[config.mk]
export PLATFORM = sky130hd
export DESIGN_NAME = vnorm_div
export DESIGN_NICKNAME = d
export VERILOG_FILES = /design/src/rtl/vnorm_div.sv
export SDC_FILE = /design/constraint.sdc
export NUM_CORES = 2
export LEC_CHECK = 0
export ABC_AREA = 1
export BUFFER_PORTS_ARGS = -buffer_cell sky130_fd_sc_hd__buf_4
export CAP_MARGIN = 20
export CORE_UTILIZATION = 54
export DETAILED_ROUTE_END_ITERATION = 8
export HOLD_SLACK_MARGIN = 0.06
export PLACE_DENSITY = 0.78
export SYNTH_ARGS = -nofsm -noshare
export SYNTH_HDL_FRONTEND = slang
export SYNTH_SLANG_ARGS = --single-unit
[constraint.sdc]
create_clock -name clock -period 5.3 [get_ports clock]
set_clock_uncertainty 0.15 [all_clocks]
set_input_delay 0.53 -clock clock [delete_from_list [all_inputs] [get_ports clock]]
set_output_delay 0.53 -clock clock [all_outputs]
set_load 0.02 [all_outputs]
[src/rtl/vnorm_div.sv]
// One division lane: pipelined restoring divide of a scaled magnitude by the norm.
module vnorm_div #(
   parameter int NUM_BITS = 30,
   parameter int DEN_BITS = 17
) (
   input  logic                 clock,
   input  logic                 adv,
   input  logic [NUM_BITS-1:0]  dividend,
   input  logic [DEN_BITS-1:0]  divisor,
   input  logic                 negate,
   output logic [NUM_BITS-1:0]  quotient,
   output logic                 neg_out
);

   logic [NUM_BITS-1:0] num_ff [1:NUM_BITS];
   logic [DEN_BITS:0]   rem_ff [1:NUM_BITS];
   logic [DEN_BITS-1:0] den_ff [1:NUM_BITS];
   logic                neg_ff [1:NUM_BITS];

   // One quotient bit per stage; quotient bits shift into the dividend word.
   for (genvar s = 0; s < NUM_BITS; s++) begin : g_stage
      logic [NUM_BITS-1:0] num_cur;
      logic [DEN_BITS:0]   rem_cur;
      logic [DEN_BITS-1:0] den_cur;
      logic                neg_cur;
      logic [DEN_BITS+1:0] part;
      logic                take;

      // First stage starts from the operands with an empty remainder.
      if (s == 0) begin : g_head
         assign num_cur = dividend;
         assign rem_cur = '0;
         assign den_cur = divisor;
         assign neg_cur = negate;
      end else begin : g_body
         assign num_cur = num_ff[s];
         assign rem_cur = rem_ff[s];
         assign den_cur = den_ff[s];
         assign neg_cur = neg_ff[s];
      end

      always_comb begin
         part = {rem_cur, num_cur[NUM_BITS-1]};
         take = part >= {2'b00, den_cur};
      end
      always_ff @(posedge clock) begin
         if (adv) begin
            rem_ff[s+1] <= take ? (DEN_BITS+1)'(part - {2'b00, den_cur})
                                : (DEN_BITS+1)'(part);
            num_ff[s+1] <= {num_cur[NUM_BITS-2:0], take};
            den_ff[s+1] <= den_cur;
            neg_ff[s+1] <= neg_cur;
         end
      end
   end

   assign quotient = num_ff[NUM_BITS];
   assign neg_out  = neg_ff[NUM_BITS];

endmodule

==> impl_metrics.json <==
{
  "cts_setup_buffers": 0,
  "ant_nets": 0,
  "comb_power_share_pct": 38.5,
  "first_pass_iters": 6,
  "setup_slack_ns": 2.255,
  "grt_usage_pct": 24.15,
  "cts_root_buffer": "clkbuf_16",
  "drt_iter0_drc": 5266,
  "wl_per_cell_um": 16.53,
  "ir_drop_uv": 326.8,
  "clockBufferDepth": 3,
  "synthArstFlopShare_pct": 0,
  "grt_first_pass_wirelength_um": 355300,
  "final_common_cell": "nand2_1",
  "dieArea_um2": 187100,
  "layoutNonFillerInstCount": 13610,
  "grt_max_degree": 172,
  "pin_count": 81,
  "setup_viol": 0,
  "cts-hold-fix-buffers": 49,
  "grt_overflow": 0,
  "hold_viol_final": 0,
  "clk_latency_ns": 0.87,
  "fin_util_pct": 60.49,
  "nets": 11550,
  "worst_slew_pin_slew_ns": 0.9590,
  "maxCapViolCount": 0,
  "syn_area_um2": 100100,
  "fmax_mhz": 328.4,
  "via_per_inst": 5.067,
  "slew_violations": 0,
  "rsz0062_at_grt": "no",
  "regArea_um2": 58410,
  "place_congestion": 0.9266,
  "fp.dieH_um": 432.5,
  "mostFrequentLayoutCells": "nand2_1 (4310), edfxtp_1 (1945), inv_1 (1823)",
  "cts.sinks": 1945,
  "drcViolationCount": 0,
  "hp-class": "in -> reg",
  "synth_edf_count": 1945,
  "antenna_found_initial": 1,
  "dp_slack_ns": 2.312,
  "pwr-share-clk_pct": 24.1,
  "synthFlopType": "edfxtp_1",
  "start_kind": "flip-flop",
  "cts_tree": "done",
  "worstPathRequired_ns": 5.75,
  "port_buffers": 80,
  "tns_ns": 0,
  "cts-resized-gates": 0,
  "grt_pass1_vias": 66810,
  "p_leak_nw": 52.30,
  "wl_um": 225100,
  "area_growth_pct": 10.99,
  "num_vias": 68980,
  "synth_cell_types": 32,
  "total_power_mw": 61.19,
  "avgSynthCellArea_um2": 9.388,
  "worst_setup_path_end_kind": "flip-flop",
  "seq_power_share_pct": 37.4,
  "p_per_area_nw_per_um2": 550.8,
  "worstPathArrival_ns": 3.50,
  "htree_levels": 4,
  "coreArea_um2": 183700,
  "clk_pin_slew_ns": 0.06,
  "ys_seq_area_share_pct": 58.35,
  "maxSlewHeadroom_pct": 36.06,
  "min_period_over_period_pct": 57.46,
  "multiInputGateArea_um2": 34140,
  "p_int_mw": 37.57,
  "critPathKind": "reg -> reg",
  "rows": 157,
  "synth_nets": 11240,
  "status": "finished clean",
  "yosysWarnings": 0,
  "start_util_pct": 54.50,
  "cts_made_buffers": 202,
  "crit_fanout": 19,
  "syn_inst": 10660,
  "die_w_um": 432.5,
  "dp_cells": 13180,
  "drive_gt1_share_pct": 5.956,
  "switching_power_mw": 23.62,
  "yosys_register_bits": 1945,
  "fillCellCount": 15370,
  "dpl.hpwl_um": 166800,
  "layout_min_cycle_time_ns": 3.045,
  "swShare_pct": 38.60
}
-- Yosys cell counts, types with 26 or more instances --
cell         n  share of area [%]
nand3_1    364                1.8
o21ai_0     88               0.44
xnor2_1     42               0.37
fa_1        28               0.56
ha_1       495                6.2
edfxtp_1  1945                 58
nor2_1     619                2.3
nand2_1   4310                 16
nor3_1      48               0.24
a21oi_2     29               0.25
xor2_1     164                1.4
buf_6       37               0.42
a21oi_1    280                1.4
nand3b_1   102               0.77
nand4_1     35               0.22
nor2_2      26               0.16
inv_2       34               0.13
inv_1     1823                6.8
nor2_4      30               0.34
-- per-layer routing --
metal  wire length, um  GRT usage, %  vias to the layer above
met5                 0             0                        -
met4              8356         9.237                        0
met3             10850         3.031                      428
met2            107800         40.69                     1759
met1             98120         31.88                    32110
li1                  -             -                    34680
-- worst paths after layout --
path / from / end / slack, ns / cells after the start
max: den_ff[0][133] / rem_ff[0][144] / 2.25 / 9
max reg2reg: den_ff[0][133] / rem_ff[0][144] / 2.25 / 9
min: dividend[13] / num_ff[0][44] / 0.24 / 2
min reg2reg: num_ff[0][570] / num_ff[0][601] / 0.25 / 0
-- critical path, stage by stage (launching register included) --
cell and delay [ns]:
edfxtp_1 0.51, inv_1 0.08, ha_1 0.34, nand2_1 0.12
inv_1 0.06, nand2_1 0.06, nand2_1 0.06, a21oi_1 0.23
nand4_2 0.55, o21ai_0 0.63
-- kinds of logic after synthesis --
logic type / share of synthesized area (%)
AOI/OAI and AO/OA: 2.289
adders and majority gates: 6.748
buffers and inverters: 7.538
and+or+nand+nor: 23.27
DFF: 58.35
xor gates and xnor gates: 1.803
-- final cells by class --
type | count | share of cell area, %
Inverter | 1861 | 6.288
Multi-Input combinational cell | 6800 | 30.73
Timing Repair Buffer | 163 | 1.342
Tap cell | 2464 | 2.775
Sequential cell | 1945 | 52.57
Clock inverter | 153 | 1.621
Antenna cell | 1 | 0.002252
Clock buffer | 226 | 4.669
-- registers in the layout, indices dropped and copies added (netlist names) --
signal,cells
rem_ff,522
num_ff,900
neg_ff,30
den_ff,493
-- through the flow --
stage	instance area, um^2	hold slack [ns]
after floorplan	100100	0.2503
final	111100	0.2385
after detailed placement	103600	0.2545
after CTS	111100	0.1574
after global placement	103600	0.2500
after global routing	111100	0.1855
-- power by group through the flow --
stage,Combinational [mW],Sequential [mW],Clock (mW)
after detailed placement,23.2,23.1,0
final,23.6,22.9,14.8
after CTS,23.4,22.9,15.1
after global routing,26.9,23.1,15.7
after floorplan,17.8,22.2,0
after global placement,23.0,23.1,0
No activity file was read; power rests on OpenSTA's default activity.
