--- src/rtl/vnorm_sqrt.sv ---
// Pipelined integer square root, one result bit per stage.
module vnorm_sqrt #(
   parameter int IN_BITS  = 34,
   parameter int ROOT_BITS = 17,
   parameter int TAG_BITS = 1
) (
   input  logic                  clock,
   input  logic                  reset,
   input  logic                  adv,
   input  logic                  in_valid,
   input  logic [IN_BITS-1:0]    radicand,
   input  logic [TAG_BITS-1:0]   in_tag,
   output logic                  out_valid,
   output logic [ROOT_BITS-1:0]  root,
   output logic [TAG_BITS-1:0]   out_tag
);

   localparam int RB = 2 * ROOT_BITS;
   localparam int RM = ROOT_BITS + 2;

   logic [RB-1:0]        rad_ff [1:ROOT_BITS];
   logic [RM-1:0]        rem_ff [1:ROOT_BITS];
   logic [ROOT_BITS-1:0] q_ff   [1:ROOT_BITS];
   logic [TAG_BITS-1:0]  tag_ff [1:ROOT_BITS];
   logic [ROOT_BITS:1]   vld_ff;

   // Restoring root stages, two radicand bits consumed per stage.
   for (genvar s = 0; s < ROOT_BITS; s++) begin : g_stage
      logic [RB-1:0]        rad_cur;
      logic [RM-1:0]        rem_cur;
      logic [ROOT_BITS-1:0] q_cur;
      logic [TAG_BITS-1:0]  tag_cur;
      logic                 vld_cur;
      logic [RM-1:0]        rem_in;
      logic [RM-1:0]        trial;
      logic [ROOT_BITS-1:0] q_in;

      // First stage starts from the radicand with an empty remainder.
      if (s == 0) begin : g_head
         assign rad_cur = RB'(radicand);
         assign rem_cur = '0;
         assign q_cur   = '0;
         assign tag_cur = in_tag;
         assign vld_cur = in_valid;
      end else begin : g_body
         assign rad_cur = rad_ff[s];
         assign rem_cur = rem_ff[s];
         assign q_cur   = q_ff[s];
         assign tag_cur = tag_ff[s];
         assign vld_cur = vld_ff[s];
      end

      always_comb begin
         rem_in = {rem_cur[RM-3:0], rad_cur[RB-1 -: 2]};
         trial  = {q_cur, 2'b01};
         if (rem_in >= trial) begin
            rem_in = rem_in - trial;
            q_in   = {q_cur[ROOT_BITS-2:0], 1'b1};
         end else begin
            q_in   = {q_cur[ROOT_BITS-2:0], 1'b0};
         end
      end
      always_ff @(posedge clock) begin
         if (reset) begin
            vld_ff[s+1] <= 1'b0;
         end else if (adv) begin
            vld_ff[s+1] <= vld_cur;
         end
      end
      always_ff @(posedge clock) begin
         if (adv) begin
            rad_ff[s+1] <= {rad_cur[RB-3:0], 2'b00};
            rem_ff[s+1] <= rem_in;
            q_ff[s+1]   <= q_in;
            tag_ff[s+1] <= tag_cur;
         end
      end
   end

   assign out_valid = vld_ff[ROOT_BITS];
   assign root      = q_ff[ROOT_BITS];
   assign out_tag   = tag_ff[ROOT_BITS];

endmodule

--- config.mk ---
export PLATFORM = sky130hd
export DESIGN_NAME = vnorm_sqrt
export DESIGN_NICKNAME = d
export VERILOG_FILES = /design/src/rtl/vnorm_sqrt.sv
export SDC_FILE = /design/constraint.sdc
export NUM_CORES = 1
export LEC_CHECK = 0
export BUFFER_PORTS_ARGS = -buffer_cell sky130_fd_sc_hd__buf_2
export CORE_MARGIN = 1
export CORE_UTILIZATION = 60
export CTS_CLUSTER_DIAMETER = 30
export CTS_CLUSTER_SIZE = 40
export DETAILED_ROUTE_END_ITERATION = 8
export GPL_ROUTABILITY_DRIVEN = 0
export PLACE_DENSITY = 0.77
export SLEW_MARGIN = 20
export SYNTH_ARGS = -nofsm -noshare
export SYNTH_HDL_FRONTEND = slang
export SYNTH_SLANG_ARGS = --single-unit
--- constraint.sdc ---
create_clock -name clock -period 3.8 [get_ports clock]
set_clock_uncertainty 0.2 [all_clocks]
set_input_delay 0.19 -clock clock [delete_from_list [all_inputs] [get_ports clock]]
set_output_delay 0.19 -clock clock [all_outputs]
set_load 0.03 [all_outputs]
==> flow_summary_export.csv <==
group,metric,value,unit
status,run_status,"finished, final reports clean",
worst_setup_path,rrSetupSlack,340,ps
hold_path,hold_path_class,"in -> reg",
clock_network,clk_path_buf_depth,3,
yosys,synth_top_cell_by_area,"edfxtp_1",
flow_run,cap_violations,0,
yosys,synth_common_cells,"edfxtp_1 (696), inv_1 (207), ha_1 (170), nor2_1 (170), a21oi_1 (134)",
yosys,syn-num-nets,2665,
floorplan,rows,85,
route,dr_total_vias,20261,
floorplan,ios,58,
route,via_per_inst,5.82,
clock_network,cts_tree,"built",
clock_network,cts_setup_buffers,0,
cells_and_area,area_growth,18.8,%
worst_setup_path,path_class,"reg -> reg",
yosys,yosys_warnings,0,
timing,rsz0062_at_grt,"no",
floorplan,die_x,236,um
route,wl,61.8,mm
grt,grt_max_degree,98,
timing,fin_crit,3460,ps
route,drc,0,
cells_and_area,final_nets,2891,
place,hpwl,39.5,mm
yosys,synth_cells,2456,
yosys,ys_seq_area_share,64.5,%
grt,grt_pass1_wl,101,mm
timing,setup-violations-final,0,
yosys,synth.distinct_cells,77,
route,ant_nets,0,
clock_network,insertion_delay,680,ps
grt,grt_pass1_vias,20474,
clock_network,clk_pin_slew_worst_paths,50,ps
power,p_leak,15.3,nW
yosys,ys_seq_elements,713,
yosys,synth_top_flop_cell,"edfxtp_1",
cells_and_area,drive_above_1_share,13.9,%
worst_setup_path,r2r_start,"rem_ff[0][228]",
floorplan,initial_core_util,61.0,%
yosys,syn_area,32900,um^2
clock_network,cts-htree-levels,3,
grt,gr-usage-all-layers,22.4,%
route,wl_per_cell,17.8,um
worst_setup_path,startpoint_type,"flop",
timing,worst_slew_pin_slew,1020,ps
power,peakVddDrop,0.479,mV
yosys,yosysTopAreaCellShare,63.5,%
clock_network,cts_sinks,713,
worst_setup_path,end_kind,"flop",
clock_network,cts_root_buf,"clkbuf_16",
floorplan,die_y,236,um
worst_setup_path,ff2ff_path_depth,7,
power,power_density,637,nW/um^2
worst_setup_path,startpoint,"rem_ff[0][228]",
yosys,ys_async_sr_fraction,0,%
yosys,yosysMostFrequentCell,"edfxtp_1",
route,drt_iter0_drc,1599,
floorplan,core_area,54000,um^2
worst_setup_path,crit_path_end,"rem_ff[0][260]",
timing,final_hold_viol_count,0,
timing,fmax,289,MHz
worst_setup_path,worst-path-max-fanout,16,
timing,setup_tns,0,ps
clock_network,cts_made_buffers,119,
route,drtPass1Iterations,6,
worst_setup_path,arrival,3660,ps
worst_setup_path,regToRegEndpoint,"rem_ff[0][260]",
floorplan,dieArea,55800,um^2
yosys,synth-edff-count,696,
timing,slew_violations,0,
timing,slew_headroom,31.9,%
cells_and_area,antennaDiodeCount,0,
yosys,synth.avg_cell_area,13.4,um^2
grt,antenna_found_initial,0,
yosys,synth_area_leaders,"edfxtp_1 (63%), ha_1 (6.5%), xnor2_1 (2.8%)",
timing,post-route-period-util,91.0,%
power,power.total,24.9,mW
worst_setup_path,worstPathRequired,4000,ps
place,port_buffers,57,
grt,grt_overflow,0,
[cell families (layout without fill, tap and decap cells)]
family / Yosys count / count (layout) / share of synthesized area, %
compound gates: 456 / 456 / 8.99
fa+ha+maj: 170 / 170 / 6.46
flops: 713 / 713 / 64.5
buf+inv: 253 / 582 / 2.94
other cells: 1 / 1 / 0.0114
mux: 109 / 109 / 3.60
xor+xnor: 172 / 172 / 4.57
simple gates: 582 / 582 / 8.94
[cells in the final DEF, fill, tap and decap left out, types with 18 or more instances in the layout]
cell type,Yosys,final
buf_2,11,56
nand4_1,27,27
clkbuf_16,0,119
o21ai_0,95,95
o21a_1,37,37
a21oi_1,134,134
nor4_1,27,27
inv_6,0,20
bufinv_16,0,21
inv_1,207,207
nor2_1,170,170
or3_1,34,34
buf_4,1,18
xor2_1,67,67
a21o_1,49,49
ha_1,170,170
nor2b_1,22,22
edfxtp_1,696,696
nand3_1,28,28
nor3_1,58,58
nand2b_1,24,24
mux2_2,76,76
dlygate4sd3_1,0,64
nand2_1,107,107
mux2i_1,33,33
xnor2_1,105,105
[metrics by stage]
| stage | utilization [%] | hold slack (ps) | area (um^2) | setup WS [ps] | instances |
|---|---|---|---|---|---|
| after global routing | 72.4 | 22.7 | 39100 | 177 | 3481 |
| after floorplan | - | 88.9 | 32900 | 802 | 2456 |
| after global placement | 63.3 | 168 | 34200 | 568 | 3193 |
| final | 72.4 | 30.2 | 39100 | 342 | 3481 |
| after detailed placement | 63.3 | 168 | 34200 | 432 | 3193 |
| after CTS | 72.4 | 0.766 | 39100 | 379 | 3481 |
[critical path: stages, from the launching register on]
cell,delay (ps)
edfxtp_1,400
ha_1,360
o21ai_0,130
a22oi_1,230
o21ai_0,480
a211o_1,310
and2_1,650
mux2_2,420
[how the worst min path moves through the flow]
stage            startpoint             to  cells past startpoint
2_1_floorplan   radicand[0]  rad_ff[0][32]                      0
3_3_place_gp   radicand[12]  rad_ff[0][44]                      1
3_5_place_dp   radicand[29]  rad_ff[0][61]                      1
4_1_cts         radicand[0]  rad_ff[0][32]                      2
5_1_grt        radicand[28]  rad_ff[0][60]                      2
6_report       radicand[28]  rad_ff[0][60]                      2
[timing repair]
| action | in CTS | in global routing |
|---|---|---|
| setup endpoints to repair | 0 | 0 |
| hold buffers | 64 | 0 |
| gates resized for setup | 0 | 0 |
| endpoints found under the hold margin | 134 | 0 |
[layer usage]
metal	up-vias	routed length, um	GRT usage [%]
li1	9686	-	-
met4	0	1870	9.48
met1	9757	25900	28.4
met2	660	31000	38.3
met5	-	0	0
met3	158	3040	3.74
[where the power goes]
part	internal [mW]	switching (mW)	total (mW)	leakage (nW)
clock	7.25	3.87	11.1	2.04
combinational	1.62	1.97	3.59	6.48
sequential	9.72	0.479	10.2	6.81
total	18.6	6.32	24.9	15.3
[cell type report]
class,instances,area [um^2]
Fill cell,3314,14900
Multi-Input combinational cell,1490,10700
Sequential cell,713,21200
Inverter,211,792
Clock buffer,131,3020
Clock inverter,93,1230
Timing Repair Buffer,147,1230
Tap cell,696,871
[registers in the layout, summed over array words and instances (netlist names)]
register,count
g_stage.vld_cur,16
out_valid,1
q_ff,153
rad_ff,272
rem_ff,254
tag_ff,17
Power figures use the tool's default switching activity.
